**config.mk**
```make
export PLATFORM = sky130hd
export DESIGN_NAME = tci_cell
export DESIGN_NICKNAME = d
export VERILOG_FILES = /design/src/sv/tci_pkg.sv /design/src/sv/tci_cell.sv
export SDC_FILE = /design/constraint.sdc
export NUM_CORES = 1
export LEC_CHECK = 0
export ABC_AREA = 1
export CAP_MARGIN = 20
export CORE_AREA = 2 2 239 241
export CTS_BUF_LIST = sky130_fd_sc_hd__clkbuf_8 sky130_fd_sc_hd__clkbuf_16
export DETAILED_ROUTE_END_ITERATION = 8
export DIE_AREA = 0 0 241 243
export DONT_BUFFER_PORTS = 1
export HOLD_SLACK_MARGIN = 0.05
export PLACE_DENSITY = 0.49
export SYNTH_ARGS = -nofsm -noshare
export SYNTH_HDL_FRONTEND = slang
export SYNTH_SLANG_ARGS = --single-unit
```
**constraint.sdc**
```tcl
create_clock -name clock -period 4.6 [get_ports clock]
set_clock_uncertainty 0.1 [all_clocks]
set_input_delay 0.23 -clock clock [delete_from_list [all_inputs] [get_ports clock]]
set_output_delay 0.23 -clock clock [all_outputs]
set_load 0.03 [all_outputs]
```
**src/sv/tci_pkg.sv**
```systemverilog
// shared types, constants and helpers of the time chunk index engine
package tci_pkg;

   // default table depth
   localparam int MAX_CHUNKS_DEF = 16;

   // field and store widths
   localparam int TIME_W  = 63;
   localparam int STORE_W = 64;
   localparam int ROWS_W  = 32;
   localparam int CFG_W   = 32;
   localparam int SPAN_W  = 52;
   localparam int ADDR_W  = 4;

   // seconds to microseconds
   localparam logic [SPAN_W-1:0] US_PER_SEC = 52'd1000000;

   // register reset values
   localparam logic [CFG_W-1:0]  INTERVAL_RST  = 32'd86400;
   localparam logic [CFG_W-1:0]  TARGET_RST    = 32'd1000000;
   localparam logic [CFG_W-1:0]  RETENTION_RST = 32'd0;
   localparam logic [SPAN_W-1:0] SPAN_RST      = 52'(64'd86400 * 64'd1000000);

   // register indexes
   typedef enum logic [1:0] {
      REG_INTERVAL  = 2'd0,
      REG_TARGET    = 2'd1,
      REG_RETENTION = 2'd2
   } reg_index_type;

   // request kinds
   typedef enum logic {
      REQ_INSERT = 1'b0,
      REQ_EXPIRE = 1'b1
   } req_kind_type;

   // result status codes
   typedef enum logic [1:0] {
      STATUS_OK   = 2'd0,
      STATUS_FULL = 2'd1,
      STATUS_NONE = 2'd2
   } status_type;

   // request word
   typedef struct packed {
      logic              req_type;
      logic [TIME_W-1:0] time_us;
      logic              new_row;
      logic [TIME_W-1:0] now_us;
   } req_word_type;

   // result word
   typedef struct packed {
      status_type        status;
      logic [3:0]        chunk_slot;
      logic              chunk_created;
      logic [4:0]        chunk_total;
      logic [ROWS_W-1:0] freed_rows;
   } rsp_word_type;

   // one chunk of the table
   typedef struct packed {
      logic [STORE_W-1:0] first_us;
      logic [STORE_W-1:0] end_us;
      logic [ROWS_W-1:0]  rows;
   } chunk_entry_type;

   // command broadcast to every cell
   typedef struct packed {
      logic               cmp_en;
      logic               shift_up;
      logic               shift_down;
      logic               bump_by_hit;
      logic               new_row;
      logic [TIME_W-1:0]  time_us;
      logic [STORE_W-1:0] end_val;
   } cell_cmd_type;

   // per-cell selects from the controller
   typedef struct packed {
      logic valid;
      logic load;
      logic set_end;
      logic bump;
   } cell_sel_type;

   // configuration as seen by the datapath
   typedef struct packed {
      logic [CFG_W-1:0]  target_rows;
      logic [SPAN_W-1:0] span_us;
      logic [SPAN_W-1:0] ret_us;
      logic              ret_zero;
   } cfg_view_type;

   // saturating row increment
   function automatic logic [ROWS_W-1:0] rows_bump(logic [ROWS_W-1:0] rows, logic en);
      logic [ROWS_W-1:0] res;
      res = rows;
      if (en && rows != '1) begin
         res = rows + ROWS_W'(1);
      end
      return res;
   endfunction

   // fresh one-microsecond chunk
   function automatic chunk_entry_type new_entry(logic [TIME_W-1:0] t, logic new_row);
      chunk_entry_type e;
      e.first_us = {1'b0, t};
      e.end_us   = {1'b0, t} + STORE_W'(1);
      e.rows     = ROWS_W'(new_row);
      return e;
   endfunction

endpackage

```
**src/sv/tci_cell.sv**
```systemverilog
// one table slot: holds a chunk, matches a time, shifts with its neighbors
module tci_cell (
   input  logic                      clock,
   input  tci_pkg::cell_cmd_type     cmd,
   input  tci_pkg::cell_sel_type     sel,
   input  tci_pkg::chunk_entry_type  up_in,
   input  tci_pkg::chunk_entry_type  down_in,
   input  logic                      seen_in,
   output tci_pkg::chunk_entry_type  entry,
   output logic                      seen_out,
   output logic                      hit_sel
);

   tci_pkg::chunk_entry_type entry_ff, entry_in;
   logic                     hit_ff, hit_in;
   logic                     bump_mine;
   logic [tci_pkg::STORE_W-1:0] t64;

   assign t64 = {1'b0, cmd.time_us};

   // first matching cell wins, lower cells block the ones above
   assign hit_sel   = hit_ff && !seen_in;
   assign seen_out  = seen_in || hit_ff;
   assign bump_mine = sel.bump || (cmd.bump_by_hit && hit_sel);

   always_comb begin
      entry_in = entry_ff;
      hit_in   = hit_ff;
      // containment test
      if (cmd.cmp_en) begin
         hit_in = sel.valid && (t64 >= entry_ff.first_us) && (t64 < entry_ff.end_us);
      end
      // load, shift or update in place
      if (sel.load) begin
         entry_in = tci_pkg::new_entry(cmd.time_us, cmd.new_row);
      end else if (cmd.shift_up) begin
         entry_in = up_in;
      end else if (cmd.shift_down) begin
         entry_in = down_in;
      end else begin
         if (sel.set_end) begin
            entry_in.end_us = cmd.end_val;
         end
         entry_in.rows = tci_pkg::rows_bump(entry_ff.rows, bump_mine && cmd.new_row);
      end
   end

   always_ff @(posedge clock) begin
      entry_ff <= entry_in;
      hit_ff   <= hit_in;
   end

   assign entry = entry_ff;

endmodule

```
==> metrics.yaml <==
outcome: "finished clean"
cts_root_buffer: "clkbuf_16"
die_x_um: 241
worst_pin_slew_ps: 1080
critPathRequiredTime_ps: 4940
synthToLayoutAreaGrowth_pct: 28.4
async_flop_share: 0
p_per_area_nw_per_um2: 263
final_core_util: 0.340
hold_class: "input pin to flip-flop"
grt_use_total: 0.271
cts_made_buffers: 17
cts_tree: "done"
core_um2: 56000
synthCells: 2198
die_h_um: 243
wl_per_cell_um: 25.4
syn_area_per_cell_um2: 6.74
cap_violations: 0
fin_tns_setup_ps: 0
grt_pass1_vias: 16893
rsz0062_at_grt: "false"
portBuffers: 0
dr.pass1.iters: 6
cp-start-kind: "flip-flop"
dp.final_hpwl_um: 61200
wl_um: 81500
initial_core_util: 0.265
setup_violations: 0
antenna_found_initial: 8
drc: 0
synthesis.nets: 2783
post_cts_buffers: 0
ys_seq_elements: 161
fin_crit_sh: 0.724
power_w: 0.00500
clkSlewWorstSetupHoldPaths_ps: 80
htree_levels: 4
grt_first_pass_wirelength_um: 114000
clock_sink_count: 161
overflow: 0
critical_path_arrival_ps: 3670
synthesis.area_um2: 14800
crit_path_end_kind: "flip-flop"
io_pins: 620
die_area_um2: 58600
period_minus_slack_ps: 3330
path_class: "flip-flop to flip-flop"
via_per_inst: 5.22
synth-seq-area-share: 0.305
ys_types: 47
place.gp.congestion: 0.914
vdd_ir_drop_max_mv: 0.295
p_leak_nw: 8.14
synth_edf_count: 129
cts_buffer_depth: 2
setup_ws_ps: 1270
final_area_um2: 19000
core.rowCount: 87
crit_fanout: 10
grt_max_degree: 193
ys_warn_count: 0
max_slew_margin: 0.280
place_ws_ps: 1500
vias: 16736
postPlaceCellArea_um2: 15500
drive_gt1_frac: 0.0376
maxSlewViolCount: 0
synthFlopType: "edfxtp_1"
dr.first_iter.drc_count: 1095
clock_latency_ps: 500
ant_nets: 0
hold_viol: 0
fillers: 6132
fmaxAchievable_mhz: 300
fin_nets: 3017
-- path summary, 6_finish.rpt --
| kind | startpoint | to | slack, ps | cells after the start |
|---|---|---|---|---|
| min | cmd[115] | entry[83]$_DFFE_PP_ | 90 | 3 |
| max reg2reg | entry[0]$_DFFE_PP_ | entry[29]$_SDFFE_PP0P_ | 1270 | 13 |
| min reg2reg | entry[14]$_SDFFE_PP0P_ | entry[14]$_SDFFE_PP0P_ | 550 | 3 |
| max | entry[0]$_DFFE_PP_ | entry[29]$_SDFFE_PP0P_ | 1270 | 13 |
-- what timing repair did --
item | CTS | global route
endpoints found under the hold margin | 161 | 0
gates resized for setup | 0 | 0
hold buffers | 292 | 0
-- metrics by stage --
step           cells  hold slack (ps)
2_1_floorplan   2198              242
3_3_place_gp    2875              243
3_5_place_dp    2875              243
4_1_cts         3199             52.8
5_1_grt         3206             60.5
6_report        3206             86.4
-- logic make-up after synthesis --
family / after synthesis / share of synthesized area
simple gates: 1086 / 0.305
compound gates: 433 / 0.160
buf+inv: 329 / 0.0861
flops: 161 / 0.305
fa+ha+maj: 127 / 0.107
xor+xnor: 57 / 0.0337
mux: 5 / 0.00338
-- power by group --
| part | internal [W] | switching, W | total [W] |
|---|---|---|---|
| Sequential | 0.00176 | 0.000491 | 0.00225 |
| Clock | 0.000741 | 0.000702 | 0.00144 |
| Combinational | 0.000570 | 0.000737 | 0.00131 |
| Total | 0.00307 | 0.00193 | 0.00500 |
-- critical path, stage by stage (launching register included) --
cell,delay (ps)
edfxtp_1,670
ha_1,300
nand2_2,90
nor2_4,140
nand2_4,90
nor2_4,140
nand2_1,80
nand2_2,80
nand2_4,110
inv_6,130
a21oi_1,50
dlygate4sd3_1,550
a21oi_1,140
dlygate4sd3_1,570
-- cells in the mapped netlist (all sizes together), types with 2 or more instances --
master / number / area [um2]
xnor2: 21 / 184
edfxtp: 129 / 3870
o21bai: 3 / 22.5
or2: 17 / 106
mux2i: 5 / 50.1
and2: 3 / 18.8
dfxtp: 32 / 641
o21ai: 128 / 674
nor4: 6 / 37.5
buf: 24 / 121
o22ai: 4 / 25.0
clkbuf: 63 / 236
o211ai: 22 / 165
nand3b: 3 / 22.5
clkinv: 2 / 12.5
a22oi: 32 / 240
inv: 240 / 906
nand2: 643 / 2430
xor2: 36 / 315
nand4: 21 / 131
o21a: 3 / 22.5
ha: 127 / 1590
nand3: 119 / 626
nor3: 45 / 246
nor2: 228 / 891
a21oi: 235 / 1180
-- layout make-up --
cell class,count,area [um2],share of cell area
Antenna cell,5,12.5,0.000658
Clock buffer,20,478,0.0251
Clock inverter,12,66.3,0.00348
Inverter,242,927,0.0487
Multi-Input combinational cell,1708,9040,0.475
Sequential cell,161,4510,0.237
Tap cell,756,946,0.0497
Timing Repair Buffer,302,3050,0.160
-- layout by cell type, fill, tap and decap left out, drive strengths merged, types with 45 or more instances in the layout --
master / synthesis / routed
nand2: 643 / 643
dlygate4sd3: 0 / 290
inv: 240 / 248
a21oi: 235 / 235
nor2: 228 / 228
edfxtp: 129 / 129
o21ai: 128 / 128
ha: 127 / 127
nand3: 119 / 119
nor3: 45 / 45
-- sequential cells by signal, indices dropped and copies added, names as in the netlist --
register / flops
entry: 160
hit_ff: 1
-- routing by layer --
layer	up-vias	GRT usage	routed length, um
li1	7791	-	-
met1	8000	0.309	32000
met2	817	0.482	40500
met3	126	0.0670	6120
met4	2	0.103	2930
met5	-	0	13
Note: power is estimated with default switching activity, not from simulation.
