File: src/sv/tci_pkg.sv
// shared types, constants and helpers of the time chunk index engine
package tci_pkg;

   // default table depth
   localparam int MAX_CHUNKS_DEF = 16;

   // field and store widths
   localparam int TIME_W  = 63;
   localparam int STORE_W = 64;
   localparam int ROWS_W  = 32;
   localparam int CFG_W   = 32;
   localparam int SPAN_W  = 52;
   localparam int ADDR_W  = 4;

   // seconds to microseconds
   localparam logic [SPAN_W-1:0] US_PER_SEC = 52'd1000000;

   // register reset values
   localparam logic [CFG_W-1:0]  INTERVAL_RST  = 32'd86400;
   localparam logic [CFG_W-1:0]  TARGET_RST    = 32'd1000000;
   localparam logic [CFG_W-1:0]  RETENTION_RST = 32'd0;
   localparam logic [SPAN_W-1:0] SPAN_RST      = 52'(64'd86400 * 64'd1000000);

   // register indexes
   typedef enum logic [1:0] {
      REG_INTERVAL  = 2'd0,
      REG_TARGET    = 2'd1,
      REG_RETENTION = 2'd2
   } reg_index_type;

   // request kinds
   typedef enum logic {
      REQ_INSERT = 1'b0,
      REQ_EXPIRE = 1'b1
   } req_kind_type;

   // result status codes
   typedef enum logic [1:0] {
      STATUS_OK   = 2'd0,
      STATUS_FULL = 2'd1,
      STATUS_NONE = 2'd2
   } status_type;

   // request word
   typedef struct packed {
      logic              req_type;
      logic [TIME_W-1:0] time_us;
      logic              new_row;
      logic [TIME_W-1:0] now_us;
   } req_word_type;

   // result word
   typedef struct packed {
      status_type        status;
      logic [3:0]        chunk_slot;
      logic              chunk_created;
      logic [4:0]        chunk_total;
      logic [ROWS_W-1:0] freed_rows;
   } rsp_word_type;

   // one chunk of the table
   typedef struct packed {
      logic [STORE_W-1:0] first_us;
      logic [STORE_W-1:0] end_us;
      logic [ROWS_W-1:0]  rows;
   } chunk_entry_type;

   // command broadcast to every cell
   typedef struct packed {
      logic               cmp_en;
      logic               shift_up;
      logic               shift_down;
      logic               bump_by_hit;
      logic               new_row;
      logic [TIME_W-1:0]  time_us;
      logic [STORE_W-1:0] end_val;
   } cell_cmd_type;

   // per-cell selects from the controller
   typedef struct packed {
      logic valid;
      logic load;
      logic set_end;
      logic bump;
   } cell_sel_type;

   // configuration as seen by the datapath
   typedef struct packed {
      logic [CFG_W-1:0]  target_rows;
      logic [SPAN_W-1:0] span_us;
      logic [SPAN_W-1:0] ret_us;
      logic              ret_zero;
   } cfg_view_type;

   // saturating row increment
   function automatic logic [ROWS_W-1:0] rows_bump(logic [ROWS_W-1:0] rows, logic en);
      logic [ROWS_W-1:0] res;
      res = rows;
      if (en && rows != '1) begin
         res = rows + ROWS_W'(1);
      end
      return res;
   endfunction

   // fresh one-microsecond chunk
   function automatic chunk_entry_type new_entry(logic [TIME_W-1:0] t, logic new_row);
      chunk_entry_type e;
      e.first_us = {1'b0, t};
      e.end_us   = {1'b0, t} + STORE_W'(1);
      e.rows     = ROWS_W'(new_row);
      return e;
   endfunction

endpackage

File: src/sv/tci_config.sv
// configuration registers with microsecond spans precomputed on write
module tci_config (
   input  logic                             clock,
   input  logic                             reset,
   input  logic                             csr_psel,
   input  logic                             csr_penable,
   input  logic                             csr_pwrite,
   input  logic [tci_pkg::ADDR_W-1:0]       csr_paddr,
   input  logic [tci_pkg::CFG_W-1:0]        csr_pwdata,
   output logic [tci_pkg::CFG_W-1:0]        csr_prdata,
   output logic                             csr_pready,
   output tci_pkg::cfg_view_type            cfg
);

   logic [tci_pkg::CFG_W-1:0]  interval_ff, interval_in;
   logic [tci_pkg::CFG_W-1:0]  target_ff, target_in;
   logic [tci_pkg::CFG_W-1:0]  retention_ff, retention_in;
   logic [tci_pkg::SPAN_W-1:0] span_ff, span_in;
   logic [tci_pkg::SPAN_W-1:0] ret_us_ff, ret_us_in;
   logic [tci_pkg::SPAN_W-1:0] wdata_us;
   logic                       wr_en;

   assign csr_pready = 1'b1;
   assign wr_en      = csr_psel && csr_penable && csr_pwrite;

   // written value scaled to microseconds
   assign wdata_us = tci_pkg::SPAN_W'({20'd0, csr_pwdata} * tci_pkg::US_PER_SEC);

   // register write decode
   always_comb begin
      interval_in  = interval_ff;
      target_in    = target_ff;
      retention_in = retention_ff;
      span_in      = span_ff;
      ret_us_in    = ret_us_ff;
      if (wr_en) begin
         unique case (tci_pkg::reg_index_type'(csr_paddr[3:2]))
            tci_pkg::REG_INTERVAL: begin
               interval_in = csr_pwdata;
               span_in     = wdata_us;
            end
            tci_pkg::REG_TARGET: begin
               target_in = csr_pwdata;
            end
            tci_pkg::REG_RETENTION: begin
               retention_in = csr_pwdata;
               ret_us_in    = wdata_us;
            end
            default: begin
            end
         endcase
      end
   end

   // read mux
   always_comb begin
      unique case (tci_pkg::reg_index_type'(csr_paddr[3:2]))
         tci_pkg::REG_INTERVAL:  csr_prdata = interval_ff;
         tci_pkg::REG_TARGET:    csr_prdata = target_ff;
         tci_pkg::REG_RETENTION: csr_prdata = retention_ff;
         default:                csr_prdata = '0;
      endcase
   end

   always_ff @(posedge clock) begin
      if (reset) begin
         interval_ff  <= tci_pkg::INTERVAL_RST;
         target_ff    <= tci_pkg::TARGET_RST;
         retention_ff <= tci_pkg::RETENTION_RST;
         span_ff      <= tci_pkg::SPAN_RST;
         ret_us_ff    <= '0;
      end else begin
         interval_ff  <= interval_in;
         target_ff    <= target_in;
         retention_ff <= retention_in;
         span_ff      <= span_in;
         ret_us_ff    <= ret_us_in;
      end
   end

   assign cfg.target_rows = target_ff;
   assign cfg.span_us     = span_ff;
   assign cfg.ret_us      = ret_us_ff;
   assign cfg.ret_zero    = (retention_ff == '0);

endmodule

File: config.mk
export PLATFORM = sky130hd
export DESIGN_NAME = tci_config
export DESIGN_NICKNAME = d
export VERILOG_FILES = /design/src/sv/tci_pkg.sv /design/src/sv/tci_config.sv
export SDC_FILE = /design/constraint.sdc
export NUM_CORES = 1
export LEC_CHECK = 0
export BUFFER_PORTS_ARGS = -buffer_cell sky130_fd_sc_hd__buf_2
export CAP_MARGIN = 20
export CORE_ASPECT_RATIO = 1.4
export CORE_UTILIZATION = 38
export DETAILED_ROUTE_END_ITERATION = 8
export SETUP_SLACK_MARGIN = 0.4
export SLEW_MARGIN = 30
export SYNTH_ARGS = -nofsm -noshare
export SYNTH_HDL_FRONTEND = slang
export SYNTH_SLANG_ARGS = --single-unit
File: constraint.sdc
create_clock -name clock -period 6.43 [get_ports clock]
set_clock_uncertainty 0.1 [all_clocks]
set_input_delay 1.286 -clock clock [delete_from_list [all_inputs] [get_ports clock]]
set_output_delay 1.286 -clock clock [all_outputs]
set_load 0.1 [all_outputs]
==> results.json, run 1 <==
{
  "slew_headroom": 0.367,
  "cts.sinks": 182,
  "end_kind": "flop",
  "setup_ws_ns": 0.297,
  "min-delay-start": "span_ff[21]$_SDFFE_PP0P_",
  "synthDistinctLibCells": 58,
  "drc": 0,
  "cts_tree": "built",
  "clock_latency_ns": 0.45,
  "fin_crit_ns": 6.13,
  "antenna_found_initial": 0,
  "crit_fanout": 4,
  "clkTransAtPathRegs_ns": 0.08,
  "worstSetupPathType": "in2reg",
  "synth_seq_cells": 182,
  "worst_pin_slew_ns": 0.950,
  "area_growth_syn_to_layout_pct": 27.0,
  "synth.area.top_cells": "dfxtp_1 (25%), fa_1 (19%), ha_1 (13%)",
  "crit_path_start_kind": "input pin",
  "h-tree-depth": 4,
  "detail-route-antenna-nets": 0,
  "hp-class": "reg2reg",
  "io_buffers": 195,
  "synth_flop_cell": "dfxtp_1",
  "wl_per_cell_um": 17.1,
  "finalSetupViolCount": 0,
  "root_buffer": "clkbuf_16",
  "multiInputGateArea_um2": 10300,
  "gr-total-overflow": 0,
  "seq_area_um2": 3640,
  "num_antenna_cells": 0,
  "rows": 84,
  "startpoint": "csr_pwdata[16]",
  "dp_hpwl_um": 32400,
  "synth_seq_area_share": 0.252,
  "totalWireLength_um": 42800,
  "rsz0062_at_grt": "yes",
  "dpl.cell_count": 2448,
  "yosysWarnings": 0,
  "arrival_ns": 6.40,
  "layout-drive-gt1-share": 0.262,
  "grt_max_degree": 99,
  "crit-reg2reg-launch": "span_ff[50]$_SDFFE_PP0P_",
  "core_area_um2": 37500,
  "clk_path_buf_depth": 2,
  "synth_edf_count": 0,
  "period_share": 0.954,
  "die_area_um2": 38900,
  "routed_via_density": 5.07,
  "hold_viol_final": 0,
  "num_io_pins": 211,
  "nets": 2343,
  "cap_violations": 0,
  "synthCells": 1726,
  "grt_pass1_wl_um": 69000,
  "dr.first_iter.drc_count": 819,
  "drv_slew": 0,
  "drtPass1Iterations": 6,
  "numCtsBuffers": 17,
  "grt_use_total": 0.228,
  "synth_top_area_frac": 0.252,
  "post-place-ws_ns": -0.343,
  "yosysMostFrequentCell": "nand2_1",
  "syn_area_um2": 14500,
  "instances_no_fill": 2500,
  "ys_top_cells_by_count": "nand2_1 (347), inv_1 (209), a21oi_1 (182), dfxtp_1 (182), ha_1 (153)",
  "place_congestion": 0.897,
  "cp.required_ns": 6.70,
  "finalSetupTns_ns": 0,
  "die_h_um": 233,
  "syn_avg_cell_area_um2": 8.38,
  "num_vias": 12673,
  "die_w_um": 167,
  "num-fill-cells": 3618,
  "synth-async-reset-ratio": 0,
  "status": "finished, final reports clean",
  "synth_area_leader_cell": "dfxtp_1",
  "initial_core_util": 0.385,
  "grt_pass1_vias": 12895,
  "fmaxAchievable_mhz": 163
}
-- per-layer routing --
metal,track usage,part of all wire,up-vias
met5,0,0,-
met4,0.0796,0.027,0
met3,0.0262,0.029,67
met2,0.423,0.53,311
met1,0.269,0.41,6116
li1,-,-,6179
-- through the flow --
stage / hold slack [ns] / util / instance area, um2
floorplan: 0.336 / - / 14600
CTS: 0.354 / 0.478 / 17900
detailed placement: 0.344 / 0.448 / 16800
global placement: 0.341 / 0.447 / 16800
global route: 0.368 / 0.490 / 18400
finish: 0.354 / 0.490 / 18400
-- state kept, by name, summed over array words and instances (netlist names) --
register and cells:
span_ff 43, target_ff 32, retention_ff 32, interval_ff 32
ret_us_ff 43
-- layout by cell type (no fill, tap or decap), drive strengths merged, types with 4 or more instances in the layout --
master and instances:
and2 9, fa 135, clkbuf 17, nor3 7, a211o 14, a31oi 8, o31ai 6, o21bai 4
buf 365, o21ai 68, nor2b 4, inv 216, a211oi 9, nand3 17, xor2 12, a21o 20
mux2i 32, nor4 11, conb 13, nand3b 25, and3 5, xnor2 25, nand4 15, or4 4
ha 153, a21oi 186, nand2b 8, dfxtp 182, clkinv 6, nor2 71, nand2 347
-- worst max-delay path, stage by stage --
cell       delay [ns]
buf_4            0.12
inv_4            0.06
fa_1             0.49
inv_2            0.04
fa_1             0.53
fa_1             0.45
fa_1             0.47
ha_1             0.30
inv_1            0.05
fa_1             0.53
inv_2            0.05
ha_4             0.28
buf_6            0.10
nand3_4          0.08
nor4_4           0.28
o211ai_1         0.15
buf_4            0.18
a21oi_4          0.17
a21oi_4          0.09
o21ba_4          0.23
buf_6            0.12
a2111oi_4        0.33
-- cell families (layout without fill, tap and decap cells) --
logic type                 count (synthesis)  after routing  share of synthesized area
and+or+nand+nor                          534            534                      0.161
AOI/OAI and AO/OA                        335            335                      0.135
buffers and inverters                    316            606                     0.0878
adders and majority gates                288            288                      0.319
DFF                                      182            182                      0.252
xor gates and xnor gates                  37             37                     0.0224
muxes                                     32             32                     0.0221
other                                      2             13                   0.000519
-- layout make-up --
type	instances	area share
clock inverters	15	0.0101
well taps	473	0.0322
inverters	209	0.0453
repair buffers	365	0.131
flip-flops and latches	182	0.198
clock buffers	17	0.0232
multi-input cells	1239	0.560
-- final timing paths --
kind                                                   end  slack [ns]  cells after the start
worst max-delay path            ret_us_ff[48]$_SDFFE_PP0P_        0.30                     22
worst min-delay path              span_ff[21]$_SDFFE_PP0P_        0.35                      2
worst max register to register    span_ff[50]$_SDFFE_PP0P_        5.47                      2
worst min register to register    span_ff[21]$_SDFFE_PP0P_        0.35                      2
-- what timing repair did --
action / CTS / global route
endpoints found under the hold margin: 0 / 0
setup buffers: 10 / 10
resized for setup: 114 / 83
endpoints found under the setup margin: 39 / 52
cloned: 0 / 0
hold buffers: 0 / 0
pin swaps: 62 / 58
Power of run 1 is left out: the tool's default activity adds up to more than one toggle a clock period on the data nets, which glitch-free logic cannot reach.
==> run 2: changes to the inputs <==
--- a/config.mk
+++ b/config.mk
@@ -10,6 +10,7 @@
 export CORE_ASPECT_RATIO = 1.4
 export CORE_UTILIZATION = 38
 export DETAILED_ROUTE_END_ITERATION = 8
+export REMOVE_ABC_BUFFERS = 1
 export SETUP_SLACK_MARGIN = 0.4
 export SLEW_MARGIN = 30
 export SYNTH_ARGS = -nofsm -noshare
==> run 2 against run 1 <==
  * Utilization rose by 0.51 points
  * Largest cell class unchanged
  * Fmax fell by 0.88%
  * Highest routed layer is now met5
  * Hold slack got worse by 0.00094 ns
==> results.json, run 2 (synthesized netlist as in run 1, its figures left out) <==
{
  "status": "finished, final reports clean",
  "antenna_found_initial": 1,
  "place_congestion": 0.856,
  "worstSetupPathType": "in2reg",
  "cp.required_ns": 6.67,
  "hold_viol_final": 0,
  "grt_pass1_vias": 12981,
  "crit_fanout": 4,
  "dr.first_iter.drc_count": 525,
  "layout-drive-gt1-share": 0.282,
  "rows": 84,
  "final_common_cell": "nand2_1",
  "initial_core_util": 0.385,
  "finalInstanceArea_um2": 18600,
  "core_area_um2": 37500,
  "rsz0062_at_grt": "yes",
  "slew_headroom": 0.375,
  "fmaxAchievable_mhz": 162,
  "grt_use_total": 0.223,
  "h-tree-depth": 4,
  "cap_violations": 0,
  "end_kind": "flop",
  "period_share": 0.962,
  "layout_common_cells": "nand2_1 (337), dfxtp_1 (182), buf_2 (178), inv_1 (176), buf_4 (171)",
  "cts_tree": "built",
  "r2r_setup_slack_ns": 5.42,
  "finalSetupViolCount": 0,
  "area_growth_syn_to_layout_pct": 28.3,
  "clock_latency_ns": 0.45,
  "dp_hpwl_um": 31600,
  "top_regs": "ret_us_ff (43), span_ff (43)",
  "totalWireLength_um": 42200,
  "cts.sinks": 182,
  "worst_pin_slew_ns": 0.938,
  "clkTransAtPathRegs_ns": 0.08,
  "die_w_um": 167,
  "die_area_um2": 38900,
  "hp-class": "reg2reg",
  "drc": 0,
  "detail-route-antenna-nets": 0,
  "die_h_um": 233,
  "fin_crit_ns": 6.19,
  "whs_ns": 0.353,
  "wl_per_cell_um": 16.8,
  "routed_via_density": 5.09,
  "crit_path_start_kind": "input pin",
  "io_buffers": 195,
  "finalSetupTns_ns": 0,
  "grt_max_degree": 104,
  "num_io_pins": 211,
  "dpl_cell_area_um2": 16800,
  "arrival_ns": 6.43,
  "drv_slew": 0,
  "drtPass1Iterations": 5,
  "root_buffer": "clkbuf_16",
  "clk_path_buf_depth": 2,
  "gr-total-overflow": 0,
  "grt_pass1_wl_um": 68200,
  "nets": 2349,
  "numCtsBuffers": 17,
  "num_vias": 12759
}
-- run 2: cell count changes in the layout (fill, tap and decap cells not counted), sizes merged --
| cell | delta |
|---|---|
| clkinv | +1 |
| bufinv | -1 |
| inv | -3 |
| clkinvlp | +3 |
| clkbuf | +1 |
| buf | +5 |
| diode | +1 |
-- run 2: timing repair --
action / 4_1_cts / 5_1_grt
cloned: 0 / 0
gates resized for setup: 144 / 103
pin swaps: 38 / 42
setup endpoints to repair: 49 / 50
hold buffers: 0 / 0
setup buffers: 10 / 6
-- run 2: per-layer routing --
metal | global-route usage | wire [um]
met5 | 0 | 11
met3 | 0.0286 | 1130
met1 | 0.246 | 16700
met2 | 0.438 | 23500
met4 | 0.0703 | 901
-- run 2: path summary, 6_finish.rpt --
check | start | end | depth (start not counted)
max reg2reg | ret_us_ff[48]$_SDFFE_PP0P_ | ret_us_ff[48]$_SDFFE_PP0P_ | 2
min | span_ff[10]$_SDFFE_PP0P_ | span_ff[10]$_SDFFE_PP0P_ | 2
min reg2reg | span_ff[10]$_SDFFE_PP0P_ | span_ff[10]$_SDFFE_PP0P_ | 2
max | csr_pwdata[11] | ret_us_ff[48]$_SDFFE_PP0P_ | 21
-- run 2: worst max-delay path: stages --
cell and delay [ns]:
buf_8 0.08, clkinvlp_4 0.16, fa_1 0.55, inv_1 0.05, fa_1 0.45, fa_1 0.52
fa_1 0.42, ha_1 0.28, inv_1 0.04, fa_1 0.50, inv_2 0.05, ha_4 0.21
a211o_1 0.28, a211oi_2 0.24, o21ai_4 0.11, a221oi_4 0.32, a21oi_4 0.12, a21oi_4 0.21
o21ba_4 0.20, nor2_1 0.06, a2111oi_2 0.31
-- run 2: layout make-up --
type / instances / area [um2]
clock buffers: 17 / 425
repair buffers: 371 / 2430
fillers: 3581 / 19000
well taps: 473 / 592
flip-flops and latches: 182 / 3640
inverters: 209 / 826
multi-input cells: 1239 / 10500
clock inverters: 15 / 166
diodes: 1 / 2.50
-- run 2: metrics by stage --
step / instances / worst slack, ns / utilization
4_1_cts: 2500 / 0.303 / 0.481
6_report: 2507 / 0.243 / 0.495
3_3_place_gp: 2458 / -0.575 / 0.448
3_5_place_dp: 2458 / -0.534 / 0.448
5_1_grt: 2506 / 0.127 / 0.495
2_1_floorplan: 1630 / 0.0300 / -
Power of run 2 is left out for the same reason.
==> run 3: changes to the inputs <==
--- a/config.mk
+++ b/config.mk
@@ -8,6 +8,7 @@
 export BUFFER_PORTS_ARGS = -buffer_cell sky130_fd_sc_hd__buf_2
 export CAP_MARGIN = 20
 export CORE_ASPECT_RATIO = 1.4
+export CORE_MARGIN = 8
 export CORE_UTILIZATION = 38
 export DETAILED_ROUTE_END_ITERATION = 8
 export REMOVE_ABC_BUFFERS = 1
==> run 3 against run 2 <==
  * Global-route usage shrank 2.6 points
  * Sequential cell count unchanged
  * Critical path depth did not move
  * Final cell count up 0.52%
  * Routed wire length is 5.6% higher
  * Cell area rose by 1.6%
  * Highest routed layer unchanged
==> results.json, run 3 (synthesized netlist as in run 1, its figures left out) <==
{
  "hold_viol_final": 0,
  "crit_fanout": 4,
  "fin_crit_ns": 6.17,
  "min_to": "span_ff[11]$_SDFFE_PP0P_",
  "die_h_um": 247,
  "gr-total-overflow": 0,
  "layout_common_cells": "nand2_1 (334), dfxtp_1 (182), buf_2 (181), inv_1 (174), buf_4 (172)",
  "holdPathStages": 2,
  "status": "finished, final reports clean",
  "critPathMostFrequentCell": "fa_1",
  "cap_violations": 0,
  "area_growth_syn_to_layout_pct": 30.4,
  "cts_tree": "built",
  "r2r_setup_slack_ns": 5.49,
  "num_vias": 12915,
  "fmaxAchievable_mhz": 162,
  "dpl.cell_count": 2458,
  "grt_pass1_wl_um": 70300,
  "hp-class": "reg2reg",
  "detail-route-antenna-nets": 0,
  "crit_path_start_kind": "input pin",
  "die_w_um": 181,
  "rows": 84,
  "h-tree-depth": 4,
  "wl_per_cell_um": 17.7,
  "arrival_ns": 6.42,
  "end_kind": "flop",
  "layout-drive-gt1-share": 0.296,
  "initial_core_util": 0.385,
  "numCtsBuffers": 17,
  "path_cells": "buf_4, inv_4, fa_1, inv_1, fa_2, fa_1, fa_1, ha_4, inv_2, fa_1, inv_2, ha_4, a211o_1, a211oi_2, o21ai_4, a221oi_4, a21oi_4, a21oi_4, o21ba_4, nor2_4, a2111oi_4",
  "min-delay-start": "span_ff[11]$_SDFFE_PP0P_",
  "grt_max_degree": 100,
  "instances_no_fill": 2520,
  "root_buffer": "clkbuf_16",
  "dr.first_iter.drc_count": 533,
  "num_io_pins": 211,
  "io_buffers": 195,
  "place_congestion": 0.842,
  "finalSetupViolCount": 0,
  "r2r_end": "span_ff[48]$_SDFFE_PP0P_",
  "final_common_cell": "nand2_1",
  "die_area_um2": 44600,
  "clock_latency_ns": 0.45,
  "period_share": 0.960,
  "routed_via_density": 5.13,
  "crit-reg2reg-launch": "span_ff[48]$_SDFFE_PP0P_",
  "clk_path_buf_depth": 2,
  "grt_pass1_vias": 13253,
  "slew_headroom": 0.316,
  "worst_pin_slew_ns": 1.02,
  "totalWireLength_um": 44600,
  "grt_use_total": 0.197,
  "cp.required_ns": 6.68,
  "cts.sinks": 182,
  "drv_slew": 0,
  "max_stage_delay_ns": 0.55,
  "dp_hpwl_um": 33500,
  "r2r_cells": 2,
  "worstSetupPathType": "in2reg",
  "drc": 0,
  "nets": 2364,
  "critPathSlowestCell": "fa_1",
  "rsz0062_at_grt": "yes",
  "clkTransAtPathRegs_ns": 0.07,
  "core_area_um2": 37500,
  "top_regs": "ret_us_ff (43), span_ff (43)",
  "antenna_found_initial": 3,
  "drtPass1Iterations": 5
}
## run 3: cell count changes in the layout (fill, tap and decap cells not counted), moves of 4 or more
cell      delta
clkinv_8     -4
a21oi_2      -5
o21ai_2      +4
buf_6        +7
a21oi_1      +4
nand2_2      +4
xor2_1       -4
## run 3: critical path: cells and delay by family
| family | cells | cell delay, ns |
|---|---|---|
| simple gates | 1 | 0.05 |
| compound gates | 8 | 1.87 |
| buf+inv | 5 | 0.30 |
| fa+ha+maj | 7 | 2.90 |
## run 3: area by class of cell
| cell class | count | area (um2) |
|---|---|---|
| tap | 473 | 592 |
| clock inverter | 13 | 141 |
| inverter | 209 | 822 |
| sequential | 182 | 3640 |
| clock buffer | 17 | 425 |
| fill | 3551 | 18700 |
| multi-input combinational | 1239 | 10600 |
| antenna | 1 | 2.50 |
| timing repair buffer | 386 | 2600 |
## run 3: layer usage
metal  track usage  up-vias  routed length (um)
li1              -     6216                   -
met1         0.213     6357               16900
met2         0.378      257               24600
met3        0.0322       81                1610
met4        0.0770        4                1400
met5             0        -                  26
## run 3: worst max-delay path by stage
| stage | to | start |
|---|---|---|
| 2_1_floorplan | span_ff[50]$_SDFFE_PP0P_ | csr_pwdata[10] |
| 3_3_place_gp | span_ff[34]$_SDFFE_PP1P_ | csr_pwdata[2] |
| 3_5_place_dp | span_ff[48]$_SDFFE_PP0P_ | csr_pwdata[10] |
| 4_1_cts | span_ff[50]$_SDFFE_PP0P_ | csr_pwdata[12] |
| 5_1_grt | ret_us_ff[46]$_SDFFE_PP0P_ | csr_pwdata[18] |
| 6_report | span_ff[48]$_SDFFE_PP0P_ | csr_pwdata[9] |
## run 3: stage by stage
stage / worst slack (ns) / util / hold WS (ns) / TNS [ns] / instance area, um2
6_report: 0.259 / 0.503 / 0.351 / 0 / 18900
5_1_grt: 0.0602 / 0.503 / 0.363 / 0 / 18900
4_1_cts: 0.244 / 0.479 / 0.349 / 0 / 18000
3_5_place_dp: -0.506 / 0.448 / 0.343 / -12.40 / 16800
3_3_place_gp: -0.534 / 0.448 / 0.340 / -13.05 / 16800
2_1_floorplan: 0.0300 / - / 0.330 / 0 / 14000
## run 3: timing repair
action                                  in CTS  in global routing
endpoints found under the setup margin      50                 53
pin swaps                                   60                 66
buffers inserted                            15                 16
hold buffers                                 0                  0
gates resized for setup                    119                169
Power of run 3 is left out for the same reason.
